<file path="src/hdl/rfsc_pkg.sv">
package rfsc_pkg;

  localparam int unsigned TIME_W     = 32;
  localparam int unsigned RANGE_W    = 24;
  localparam int unsigned SPEED_W    = 16;
  localparam int unsigned CMD_W      = 17;
  localparam int unsigned RATE_W     = 24;
  localparam int unsigned WGT_W      = 17;
  localparam int unsigned TYPE_W     = 2;
  localparam int unsigned STATUS_W   = 2;
  localparam int unsigned CFG_IDX_W  = 3;
  localparam int unsigned CFG_DATA_W = 24;
  localparam int unsigned IN_DATA_W  = 80;
  localparam int unsigned OUT_DATA_W = 72;
  localparam int unsigned MUL_W      = 32;
  localparam int unsigned PROD_W     = 64;
  localparam int unsigned ACC_W      = 41;
  localparam int unsigned DIV_W      = 34;
  localparam int unsigned DIV_CNT_W  = 6;
  localparam int unsigned TC_W       = 25;
  localparam int unsigned DS_W       = 26;

  localparam logic [TYPE_W-1:0] REQ_LEAD  = 2'd0;
  localparam logic [TYPE_W-1:0] REQ_RADIO = 2'd1;
  localparam logic [TYPE_W-1:0] REQ_TICK  = 2'd2;

  localparam logic [STATUS_W-1:0] ST_UPDATED  = 2'd0;
  localparam logic [STATUS_W-1:0] ST_INACTIVE = 2'd1;
  localparam logic [STATUS_W-1:0] ST_TIMEOUT  = 2'd2;

  localparam logic [CFG_IDX_W-1:0] CFG_ENABLE         = 3'd0;
  localparam logic [CFG_IDX_W-1:0] CFG_LEAD_SPEED     = 3'd1;
  localparam logic [CFG_IDX_W-1:0] CFG_INTERCEPT_THR  = 3'd2;
  localparam logic [CFG_IDX_W-1:0] CFG_TRANSITION_THR = 3'd3;
  localparam logic [CFG_IDX_W-1:0] CFG_FORM_OFFSET    = 3'd4;
  localparam logic [CFG_IDX_W-1:0] CFG_MIN_CLOSURE    = 3'd5;
  localparam logic [CFG_IDX_W-1:0] CFG_MAX_CLOSURE    = 3'd6;
  localparam logic [CFG_IDX_W-1:0] CFG_MAX_APPROACH   = 3'd7;

  localparam logic [SPEED_W-1:0] RST_LEAD_SPEED     = 16'd5120;
  localparam logic [RANGE_W-1:0] RST_INTERCEPT_THR  = 24'd25600;
  localparam logic [RANGE_W-1:0] RST_TRANSITION_THR = 24'd7680;
  localparam logic [RANGE_W-1:0] RST_FORM_OFFSET    = 24'd2560;
  localparam logic [SPEED_W-1:0] RST_MIN_CLOSURE    = 16'd256;
  localparam logic [SPEED_W-1:0] RST_MAX_CLOSURE    = 16'd2560;
  localparam logic [SPEED_W-1:0] RST_MAX_APPROACH   = 16'd7680;

  localparam logic [WGT_W-1:0]   SMOOTH_WEIGHT_Q16 = 17'd19661;
  localparam logic [TIME_W-1:0]  RADIO_TIMEOUT_MS  = 32'd1000;
  localparam logic [TIME_W-1:0]  LEAD_TIMEOUT_MS   = 32'd2000;
  localparam logic [RANGE_W-1:0] RADIO_MAX_RANGE   = 24'd51200;

  localparam logic [WGT_W-1:0]   Q16_ONE  = 17'd65536;
  localparam logic [WGT_W-1:0]   Q16_HALF = 17'd32768;
  localparam logic [WGT_W-1:0]   W_NEAR   = 17'd52429;
  localparam logic [RANGE_W-1:0] R_NEAR   = 24'd12800;
  localparam logic [RANGE_W-1:0] R_MID    = 24'd25600;

  // floor(n / c) = (n * ceil(2^s / c)) >> s, exact over the operand ranges used
  localparam logic [MUL_W-1:0] RECIP_1000 = 32'd34359739;   // s = 35
  localparam logic [MUL_W-1:0] RECIP_100  = 32'd42949673;   // s = 32
  localparam logic [MUL_W-1:0] RECIP_10   = 32'd429496730;  // s = 32
  localparam logic [MUL_W-1:0] RECIP_5    = 32'd858993460;  // s = 32
  localparam logic [MUL_W-1:0] MS_PER_S   = 32'd1000;

  localparam logic [DIV_W-1:0]  RATE_POS_LIM = 34'd8388607;
  localparam logic [DIV_W-1:0]  RATE_NEG_LIM = 34'd8388608;
  localparam logic [RATE_W-1:0] RATE_MAX     = 24'h7FFFFF;
  localparam logic [RATE_W-1:0] RATE_MIN     = 24'h800000;
  localparam logic [CMD_W-1:0]  CMD_MAX      = 17'h1FFFF;

  typedef enum logic [4:0] {
    S_IDLE,
    S_CHECK,
    S_RADIO,
    S_WGT,
    S_WGT2,
    S_FUSE1,
    S_FUSE2,
    S_FUSE3,
    S_SMOOTH,
    S_SM2,
    S_SM3,
    S_DIFF,
    S_DIVLD,
    S_DIV,
    S_RATE,
    S_SPEED,
    S_SP2,
    S_EMIT
  } state_e;

endpackage

</file>
<file path="src/hdl/range_fusion_speed_command_top.sv">
// Lead update and radio sample beats are taken in S_IDLE and give no result.
// A control tick goes from S_CHECK straight to S_EMIT when inactive or timed out; otherwise it
// runs weighting, fusion, smoothing, the closure division (34-step divider) when due, and the speed law.
// The next beat can be taken in the cycle after the result is emitted; an output stall holds S_EMIT.
// One shared 32x32 multiplier serves all blends and constant divisions; one item at a time.
// Reset (rst_ni low, asynchronous) clears all tracking state and loads register defaults.
module range_fusion_speed_command_top (
  input  logic                                clk_i,
  input  logic                                rst_ni,
  input  logic                                cfg_we_i,
  input  logic [rfsc_pkg::CFG_IDX_W-1:0]      cfg_index_i,
  input  logic [rfsc_pkg::CFG_DATA_W-1:0]     cfg_data_i,
  input  logic                                s_axis_tvalid,
  output logic                                s_axis_tready,
  // now_ms[31:0], gps_rng[55:32], radio_range[79:56]
  input  logic [rfsc_pkg::IN_DATA_W-1:0]      s_axis_tdata,
  // req_type[1:0]
  input  logic [rfsc_pkg::TYPE_W-1:0]         s_axis_tuser,
  output logic                                m_axis_tvalid,
  input  logic                                m_axis_tready,
  // fused_range[23:0], closure_rate[47:24], speed_cmd[64:48], radio_used[65], zero[71:66]
  output logic [rfsc_pkg::OUT_DATA_W-1:0]     m_axis_tdata,
  // status[1:0]
  output logic [rfsc_pkg::STATUS_W-1:0]       m_axis_tuser
);
  import rfsc_pkg::*;

  state_e state_q, state_d;

  logic               enable_q;
  logic [SPEED_W-1:0] lead_speed_q, min_closure_q, max_closure_q, max_approach_q;
  logic [RANGE_W-1:0] intercept_q, transition_q, form_offset_q;

  logic               lead_ok_q, radio_ok_q, smoothed_started_q, previous_seen_q;
  logic [TIME_W-1:0]  lead_stamp_q, radio_stamp_q, last_tick_q;
  logic [RANGE_W-1:0] radio_value_q, smoothed_range_q, previous_range_q;

  logic [TIME_W-1:0]   now_q, dt_q;
  logic [RANGE_W-1:0]  gps_q, fused_q;
  logic [WGT_W-1:0]    a_q;
  logic [PROD_W-1:0]   mul_q;
  logic [ACC_W-1:0]    acc_q;
  logic                neg_q;
  logic [DIV_W-1:0]    div_num_q;
  logic [TIME_W-1:0]   div_rem_q;
  logic [DIV_CNT_W-1:0] div_cnt_q;
  logic [RATE_W-1:0]   rate_q;
  logic [CMD_W-1:0]    speed_q;
  logic [STATUS_W-1:0] res_status_q;
  logic                out_valid_q;
  logic [OUT_DATA_W-1:0] out_data_q;
  logic [STATUS_W-1:0] out_user_q;

  logic [MUL_W-1:0] mul_a, mul_b;

  logic [TYPE_W-1:0]  in_type;
  logic [TIME_W-1:0]  in_now;
  logic [RANGE_W-1:0] in_gps, in_radio;
  logic               in_fire, emit_fire;

  assign in_type  = s_axis_tuser;
  assign in_now   = s_axis_tdata[31:0];
  assign in_gps   = s_axis_tdata[55:32];
  assign in_radio = s_axis_tdata[79:56];
  assign in_fire  = s_axis_tvalid && s_axis_tready;
  assign emit_fire = (state_q == S_EMIT) && (!out_valid_q || m_axis_tready);

  logic [TIME_W-1:0] lead_age, radio_age;
  logic              lead_expired, radio_expired, active;

  assign lead_age      = now_q - lead_stamp_q;
  assign radio_age     = now_q - radio_stamp_q;
  assign lead_expired  = lead_age > LEAD_TIMEOUT_MS;
  assign radio_expired = radio_age > RADIO_TIMEOUT_MS;
  assign active        = enable_q && lead_ok_q;

  // radio weight
  logic               in_near, in_mid, in_far;
  logic [RANGE_W-1:0] wdiff_near, wdiff_mid;
  logic [MUL_W-1:0]   wgt_n1, wgt_n2, d_far;
  logic [WGT_W-1:0]   d_mid, a_mid, a_far;

  assign in_near    = gps_q < R_NEAR;
  assign in_mid     = gps_q < R_MID;
  assign in_far     = gps_q < RADIO_MAX_RANGE;
  assign wdiff_near = gps_q - R_NEAR;
  assign wdiff_mid  = gps_q - R_MID;
  assign wgt_n1 = ({8'd0, wdiff_near} << 10) + ({8'd0, wdiff_near} << 9) + 32'd500;
  assign wgt_n2 = ({8'd0, wdiff_mid} << 7) + 32'd50;
  assign d_mid  = mul_q[51:35];
  assign a_mid  = W_NEAR - d_mid;
  assign d_far  = mul_q[63:32];
  assign a_far  = (d_far >= {15'd0, Q16_HALF}) ? '0 : (Q16_HALF - d_far[WGT_W-1:0]);

  logic [ACC_W-1:0] blend_sum;
  assign blend_sum = acc_q + mul_q[ACC_W-1:0] + {24'd0, Q16_HALF};

  // closure rate
  logic [RANGE_W:0]   diff;
  logic [RANGE_W:0]   diff_abs;
  logic               do_rate;
  logic [TIME_W:0]    rem_sh;
  logic               div_ge;
  logic [TIME_W:0]    rem_sub;
  logic [RATE_W-1:0]  rate_pos, rate_neg;

  assign diff     = {1'b0, previous_range_q} - {1'b0, smoothed_range_q};
  assign diff_abs = diff[RANGE_W] ? (~diff + 1'b1) : diff;
  assign do_rate  = (dt_q != '0) && previous_seen_q;
  assign rem_sh   = {div_rem_q, div_num_q[DIV_W-1]};
  assign div_ge   = rem_sh >= {1'b0, dt_q};
  assign rem_sub  = rem_sh - {1'b0, dt_q};
  assign rate_pos = (div_num_q > RATE_POS_LIM) ? RATE_MAX : div_num_q[RATE_W-1:0];
  assign rate_neg = (div_num_q > RATE_NEG_LIM) ? RATE_MIN
                                               : (RATE_W'(0) - div_num_q[RATE_W-1:0]);

  // speed command
  logic               in_icpt, in_trans;
  logic [MUL_W-1:0]   sp_num;
  logic [TC_W-1:0]    tc, tc_min, tc_max, tcc_i, tcc_t;
  logic [DS_W-1:0]    ds_i, ds_ic, ds_t, ds_sel;
  logic [CMD_W-1:0]   speed_sp2;

  assign in_icpt  = smoothed_range_q > intercept_q;
  assign in_trans = smoothed_range_q > transition_q;
  assign sp_num = in_icpt ? ({8'd0, smoothed_range_q} + 32'd5)
                : (smoothed_range_q > form_offset_q)
                  ? ({8'd0, smoothed_range_q - form_offset_q} + 32'd2) : '0;
  assign tc     = mul_q[56:32];
  assign tc_min = {9'd0, min_closure_q};
  assign tc_max = {9'd0, max_closure_q};
  assign tcc_i  = (tc < tc_min) ? tc_min : ((tc > tc_max) ? tc_max : tc);
  assign tcc_t  = (tc < tc_min) ? tc_min : tc;
  assign ds_i   = {10'd0, lead_speed_q} + {1'b0, tcc_i};
  assign ds_ic  = (ds_i > {10'd0, max_approach_q}) ? {10'd0, max_approach_q} : ds_i;
  assign ds_t   = {10'd0, lead_speed_q} + {1'b0, tcc_t};
  assign ds_sel = in_icpt ? ds_ic : ds_t;
  assign speed_sp2 = (ds_sel > {9'd0, CMD_MAX}) ? CMD_MAX : ds_sel[CMD_W-1:0];

  // next state
  always_comb begin
    state_d = state_q;
    unique case (state_q)
      S_IDLE: begin
        if (in_fire && (in_type == REQ_TICK)) state_d = S_CHECK;
      end
      S_CHECK: begin
        priority if (!active)    state_d = S_EMIT;
        else if (lead_expired)   state_d = S_EMIT;
        else                     state_d = S_RADIO;
      end
      S_RADIO:  state_d = (radio_ok_q && !radio_expired) ? S_WGT : S_SMOOTH;
      S_WGT:    state_d = (in_near || !in_far) ? S_FUSE1 : S_WGT2;
      S_WGT2:   state_d = S_FUSE1;
      S_FUSE1:  state_d = S_FUSE2;
      S_FUSE2:  state_d = S_FUSE3;
      S_FUSE3:  state_d = S_SMOOTH;
      S_SMOOTH: state_d = smoothed_started_q ? S_SM2 : S_DIFF;
      S_SM2:    state_d = S_SM3;
      S_SM3:    state_d = S_DIFF;
      S_DIFF:   state_d = do_rate ? S_DIVLD : S_SPEED;
      S_DIVLD:  state_d = S_DIV;
      S_DIV: begin
        if (div_cnt_q == DIV_CNT_W'(1)) state_d = S_RATE;
      end
      S_RATE:   state_d = S_SPEED;
      S_SPEED:  state_d = (in_icpt || in_trans) ? S_SP2 : S_EMIT;
      S_SP2:    state_d = S_EMIT;
      S_EMIT: begin
        if (emit_fire) state_d = S_IDLE;
      end
      default:  state_d = S_IDLE;
    endcase
  end

  // shared multiplier operands and handshake
  always_comb begin
    mul_a = '0;
    mul_b = '0;
    s_axis_tready = (state_q == S_IDLE);
    unique case (state_q)
      S_WGT: begin
        if (in_mid) begin
          mul_a = wgt_n1;
          mul_b = RECIP_1000;
        end else begin
          mul_a = wgt_n2;
          mul_b = RECIP_100;
        end
      end
      S_FUSE1: begin
        mul_a = {15'd0, a_q};
        mul_b = {8'd0, radio_value_q};
      end
      S_FUSE2: begin
        mul_a = {15'd0, Q16_ONE - a_q};
        mul_b = {8'd0, gps_q};
      end
      S_SMOOTH: begin
        mul_a = {15'd0, SMOOTH_WEIGHT_Q16};
        mul_b = {8'd0, fused_q};
      end
      S_SM2: begin
        mul_a = {15'd0, Q16_ONE - SMOOTH_WEIGHT_Q16};
        mul_b = {8'd0, smoothed_range_q};
      end
      S_DIFF: begin
        mul_a = {8'd0, diff_abs[RANGE_W-1:0]};
        mul_b = MS_PER_S;
      end
      S_SPEED: begin
        mul_a = sp_num;
        mul_b = in_icpt ? RECIP_10 : RECIP_5;
      end
      default: begin
      end
    endcase
  end

  // configuration and tracking state
  always_ff @(posedge clk_i or negedge rst_ni) begin
    if (!rst_ni) begin
      state_q            <= S_IDLE;
      enable_q           <= 1'b0;
      lead_speed_q       <= RST_LEAD_SPEED;
      intercept_q        <= RST_INTERCEPT_THR;
      transition_q       <= RST_TRANSITION_THR;
      form_offset_q      <= RST_FORM_OFFSET;
      min_closure_q      <= RST_MIN_CLOSURE;
      max_closure_q      <= RST_MAX_CLOSURE;
      max_approach_q     <= RST_MAX_APPROACH;
      lead_ok_q          <= 1'b0;
      lead_stamp_q       <= '0;
      radio_value_q      <= '0;
      radio_ok_q         <= 1'b0;
      radio_stamp_q      <= '0;
      smoothed_range_q   <= '0;
      smoothed_started_q <= 1'b0;
      previous_range_q   <= '0;
      previous_seen_q    <= 1'b0;
      last_tick_q        <= '0;
      div_cnt_q          <= '0;
      out_valid_q        <= 1'b0;
    end else begin
      state_q <= state_d;

      if (cfg_we_i) begin
        unique case (cfg_index_i)
          CFG_ENABLE:         enable_q       <= cfg_data_i[0];
          CFG_LEAD_SPEED:     lead_speed_q   <= cfg_data_i[SPEED_W-1:0];
          CFG_INTERCEPT_THR:  intercept_q    <= cfg_data_i[RANGE_W-1:0];
          CFG_TRANSITION_THR: transition_q   <= cfg_data_i[RANGE_W-1:0];
          CFG_FORM_OFFSET:    form_offset_q  <= cfg_data_i[RANGE_W-1:0];
          CFG_MIN_CLOSURE:    min_closure_q  <= cfg_data_i[SPEED_W-1:0];
          CFG_MAX_CLOSURE:    max_closure_q  <= cfg_data_i[SPEED_W-1:0];
          CFG_MAX_APPROACH:   max_approach_q <= cfg_data_i[SPEED_W-1:0];
        endcase
      end

      if (emit_fire) begin
        out_valid_q <= 1'b1;
      end else if (m_axis_tready) begin
        out_valid_q <= 1'b0;
      end

      unique case (state_q)
        S_IDLE: begin
          if (in_fire) begin
            if (in_type == REQ_LEAD) begin
              lead_ok_q    <= 1'b1;
              lead_stamp_q <= in_now;
            end
            if ((in_type == REQ_RADIO) && (in_radio != '0) && (in_radio < RADIO_MAX_RANGE)) begin
              radio_value_q <= in_radio;
              radio_ok_q    <= 1'b1;
              radio_stamp_q <= in_now;
            end
          end
        end
        S_CHECK: begin
          if (active && lead_expired) lead_ok_q <= 1'b0;
        end
        S_RADIO: begin
          if (radio_expired) radio_ok_q <= 1'b0;
        end
        S_SMOOTH: begin
          if (!smoothed_started_q) begin
            smoothed_range_q   <= fused_q;
            smoothed_started_q <= 1'b1;
          end
        end
        S_SM3: smoothed_range_q <= blend_sum[39:16];
        S_DIFF: begin
          previous_range_q <= smoothed_range_q;
          previous_seen_q  <= 1'b1;
          last_tick_q      <= now_q;
        end
        S_DIVLD: div_cnt_q <= DIV_CNT_W'(DIV_W);
        S_DIV:   div_cnt_q <= div_cnt_q - 1'b1;
        default: begin
        end
      endcase
    end
  end

  // working registers
  always_ff @(posedge clk_i) begin
    mul_q <= mul_a * mul_b;

    unique case (state_q)
      S_IDLE: begin
        if (in_fire) begin
          now_q <= in_now;
          gps_q <= in_gps;
        end
      end
      S_CHECK: begin
        priority if (!active) res_status_q <= ST_INACTIVE;
        else if (lead_expired) res_status_q <= ST_TIMEOUT;
        else                   res_status_q <= ST_UPDATED;
      end
      S_RADIO: begin
        dt_q    <= now_q - last_tick_q;
        fused_q <= gps_q;
      end
      S_WGT: begin
        if (in_near)      a_q <= W_NEAR;
        else if (!in_far) a_q <= '0;
      end
      S_WGT2:  a_q <= in_mid ? a_mid : a_far;
      S_FUSE2: acc_q <= mul_q[ACC_W-1:0];
      S_FUSE3: fused_q <= blend_sum[39:16];
      S_SM2:   acc_q <= mul_q[ACC_W-1:0];
      S_DIFF: begin
        neg_q  <= diff[RANGE_W];
        rate_q <= '0;
      end
      S_DIVLD: begin
        div_num_q <= mul_q[DIV_W-1:0];
        div_rem_q <= '0;
      end
      S_DIV: begin
        div_rem_q <= div_ge ? rem_sub[TIME_W-1:0] : rem_sh[TIME_W-1:0];
        div_num_q <= {div_num_q[DIV_W-2:0], div_ge};
      end
      S_RATE:  rate_q <= neg_q ? rate_neg : rate_pos;
      S_SPEED: speed_q <= {1'b0, lead_speed_q};
      S_SP2:   speed_q <= speed_sp2;
      S_EMIT: begin
        if (emit_fire) begin
          out_user_q <= res_status_q;
          out_data_q <= (res_status_q == ST_UPDATED)
                        ? {6'd0, radio_ok_q, speed_q, rate_q, smoothed_range_q} : '0;
        end
      end
      default: begin
      end
    endcase
  end

  assign m_axis_tvalid = out_valid_q;
  assign m_axis_tdata  = out_data_q;
  assign m_axis_tuser  = out_user_q;

endmodule

</file>
<file path="config.mk">
export PLATFORM = sky130hd
export DESIGN_NAME = range_fusion_speed_command_top
export DESIGN_NICKNAME = d
export VERILOG_FILES = /design/src/hdl/rfsc_pkg.sv /design/src/hdl/range_fusion_speed_command_top.sv
export SDC_FILE = /design/constraint.sdc
export NUM_CORES = 2
export LEC_CHECK = 0
export BUFFER_PORTS_ARGS = -buffer_cell sky130_fd_sc_hd__buf_2
export CAP_MARGIN = 20
export CELL_PAD_IN_SITES_DETAIL_PLACEMENT = 1
export CELL_PAD_IN_SITES_GLOBAL_PLACEMENT = 1
export CORE_AREA = 3 3 382 384
export CTS_CLUSTER_SIZE = 16
export DETAILED_ROUTE_END_ITERATION = 10
export DIE_AREA = 0 0 385 387
export HOLD_SLACK_MARGIN = 0.05
export PLACE_DENSITY_LB_ADDON = 0.1
export SLEW_MARGIN = 0
export SYNTH_ARGS = -nofsm -noshare
export SYNTH_HDL_FRONTEND = slang
export SYNTH_SLANG_ARGS = --single-unit
</file>
<file path="constraint.sdc">
create_clock -name clk_i -period 23.6 [get_ports clk_i]
set_input_delay 0 -clock clk_i [delete_from_list [all_inputs] [get_ports clk_i]]
set_output_delay 0 -clock clk_i [all_outputs]
set_load 0.01 [all_outputs]
</file>
==> results.json <==
{
  "status": "complete, no violations",
  "period_needed_ns": 13.99,
  "dp_hpwl_mm": 242.0,
  "synth_edf_count": 347,
  "hold_viol": 0,
  "regArea_sq_um": 19760,
  "multi_input_area_sq_um": 52880,
  "r2r_start": "smoothed_range_q[0]",
  "synth_seq_cells": 732,
  "ir_worst_vdd_uv": 96.85,
  "cp_num_cells": 43,
  "boundaryPins": 190,
  "vias_per_cell": 6.219,
  "num_vias": 67480,
  "worst-path-buf-inv": 8,
  "antenna_found_initial": 15,
  "grt_pass1_vias": 73350,
  "startpoint": "smoothed_range_q[0]",
  "wl_per_cell_microns": 28.85,
  "cp.arrival_ns": 14.57,
  "first_pass_iters": 6,
  "synthFlopType": "edfxtp_1",
  "drt_wl_total_mm": 313.0,
  "cp-endpoint": "mul_q[59]",
  "clkTransAtPathRegs_ns": 0.06,
  "fill_cells": 16260,
  "slowest_delay_ns": 1.10,
  "chipHeight_microns": 387,
  "ys_warn_count": 0,
  "clkLatencyLatePin_ns": 0.71,
  "synth_area_sq_um": 78550,
  "design_area_sq_um": 86620,
  "placed_cell_area_sq_um": 82150,
  "max_slew_margin_pct": 11.49,
  "clockRootBuffer": "clkbuf_16",
  "grt_max_degree": 77,
  "r2r_cells": 43,
  "p_leak_nw": 40.95,
  "post-route-drc-count": 0,
  "syn_inst": 8533,
  "cp_max_fo": 33,
  "finClkSkew_ns": 0.05984,
  "startpoint_type": "flop",
  "final_util_pct": 60.52,
  "rrSetupSlack_ns": 9.61,
  "r2r_end": "mul_q[59]",
  "cts_buffers": 80,
  "grt_pass1_wl_mm": 467.7,
  "first_iter_violations": 6001,
  "core_sq_um": 143100,
  "drive_gt1_share_pct": 8.693,
  "yosysSeqAreaShare_pct": 25.15,
  "row_count": 139,
  "port-buffer-count": 183,
  "rsz0062_at_grt": "no",
  "syn2layout_area_growth_pct": 10.27,
  "finalSetupTns_ns": 0,
  "required_ns": 24.18,
  "avgSynthCellArea_sq_um": 9.206,
  "async_flop_share_pct": 43.85,
  "nets": 10500,
  "fmax_mhz": 71.47,
  "clk_path_buf_depth": 3,
  "power.density_nw_per_um2": 64.34,
  "synth_cell_types": 121,
  "crit_type": "reg -> reg",
  "tightestPinTransition_ns": 1.328,
  "maxCapViolCount": 0,
  "dieArea_sq_um": 149000,
  "ant_nets": 0,
  "setup_viol": 0,
  "slew_violations": 0,
  "die_w_microns": 385,
  "start_util_pct": 54.88,
  "holdWs_ns": 0.07411,
  "htree_num_levels": 3,
  "crit_family": "compound AO/OA/AOI/OAI gates",
  "postCtsSetupRepairBufs": 0,
  "cpMaxStageDelayCell": "a2111oi_2",
  "end_kind": "flop",
  "grt_usage_pct": 42.08,
  "clock-sinks": 732,
  "period_share_pct": 59.28,
  "cts_tree": "built",
  "cp_common_cell": "fa_1",
  "hold_path_class": "in -> reg",
  "total_power_mw": 5.573,
  "gp_congestion": 1.031,
  "grt_overflow": 0
}
[how the worst min path moves through the flow]
| stage | from | to | slack (ns) | cells after the start |
|---|---|---|---|---|
| floorplan | rst_ni | div_cnt_q[0] | -0.30 | 0 |
| global placement | rst_ni | lead_stamp_q[19] | -0.01 | 1 |
| detailed placement | rst_ni | lead_stamp_q[19] | -0.002 | 1 |
| CTS | s_axis_tdata[3] | lead_stamp_q[3] | 0.05 | 4 |
| global route | s_axis_tdata[13] | now_q[13] | 0.09 | 2 |
| finish | s_axis_tdata[10] | lead_stamp_q[10] | 0.07 | 4 |
[cell families after synthesis]
logic type | after synthesis | synth area share [%]
AOI/OAI and AO/OA | 1577 | 12.97
xor gates and xnor gates | 341 | 3.840
adders and majority gates | 1514 | 31.90
buffers and inverters | 1714 | 8.310
DFF | 732 | 25.15
muxes | 269 | 3.694
other | 2 | 0.009560
and+or+nand+nor | 2384 | 14.12
[placed cells by master, fill, tap and decap left out, types with 69 or more instances in the layout]
master	instances
inv_1	1393
nand2_1	922
fa_1	815
ha_1	699
nor2_1	569
o21ai_0	453
a21oi_1	359
edfxtp_1	347
dfrtp_1	303
xnor2_1	219
buf_2	182
a21o_1	169
mux2_2	167
dlygate4sd3_1	151
nor3_1	139
buf_4	128
and2_1	126
xor2_1	118
nand3_1	117
conb_1	105
mux2i_1	102
clkbuf_16	85
nand2b_1	79
o21a_1	72
nor2b_1	69
[Yosys cell counts, types with 49 or more instances]
library cell  count  area share (%)
a21o_1          170             1.6
a21oi_1         360             2.3
a31oi_1          60            0.48
and2_1          127             1.0
and3_1           54            0.43
clkbuf_1        243             1.2
dfrtp_1         303             9.7
dfxtp_1          64             1.6
edfxtp_1        347              13
fa_1            815              21
ha_1            699              11
inv_1          1395             6.7
mux2_2          167             2.4
mux2i_1         102             1.3
nand2_1         925             4.4
nand2b_1         79            0.63
nand3_1         117            0.75
nand4_1          67            0.53
nor2_1          574             2.7
nor2b_1          70            0.56
nor3_1          144            0.92
o211ai_1         49            0.47
o21a_1           72            0.69
o21ai_0         456             2.9
or3_1            51            0.41
xnor2_1         219             2.4
xor2_1          118             1.3
[sequential cells by signal, summed over array words and instances, names as in the netlist, 32 cells and up]
| signal | flops |
|---|---|
| mul_q | 64 |
| lead_stamp_q | 32 |
| div_num_q | 34 |
| last_tick_q | 32 |
| now_q | 32 |
| acc_q | 40 |
| div_rem_q | 32 |
| dt_q | 32 |
| radio_stamp_q | 32 |
| m_axis_tdata | 66 |
[layer usage]
metal / vias to the layer above / track usage, % / part of all wire (%)
met5: - / 0.09747 / 0.029
met3: 899 / 9.304 / 9.1
met2: 3083 / 66.36 / 46
li1: 28940 / - / -
met4: 12 / 20.81 / 6.1
met1: 34550 / 54.74 / 39
[final cells by class]
| cell class | instances | share of cell area, % |
|---|---|---|
| multi-input combinational | 6190 | 61.04 |
| antenna | 10 | 0.02889 |
| timing repair buffer | 467 | 4.053 |
| clock inverter | 37 | 0.5648 |
| tap | 1903 | 2.749 |
| sequential | 732 | 22.81 |
| inverter | 1399 | 6.062 |
| clock buffer | 113 | 2.692 |
[power by group]
| group | internal, mW | switching [mW] | total [mW] |
|---|---|---|---|
| sequential | 1.55 | 0.186 | 1.74 |
| clock | 0.788 | 0.604 | 1.39 |
| combinational | 0.932 | 1.51 | 2.45 |
| total | 3.27 | 2.30 | 5.57 |
[stage by stage]
step                      cells  worst slack (ns)
after detailed placement  10530             10.24
after global placement    10530             10.53
after CTS                 10840             10.18
after global routing      10850             9.198
after floorplan            8636             12.80
final                     10850             9.609
[tightest hold or removal path, cell delays in order]
cell           delay [ns]
dlygate4sd3_1        0.51
buf_2                0.11
nand2_1              0.04
o21ai_0              0.06
[timing repair]
action	in CTS	in global routing
endpoints found under the setup margin	0	0
hold endpoints to repair	398	0
resized for setup	0	0
hold buffers	152	0
Power figures use the tool's default switching activity.
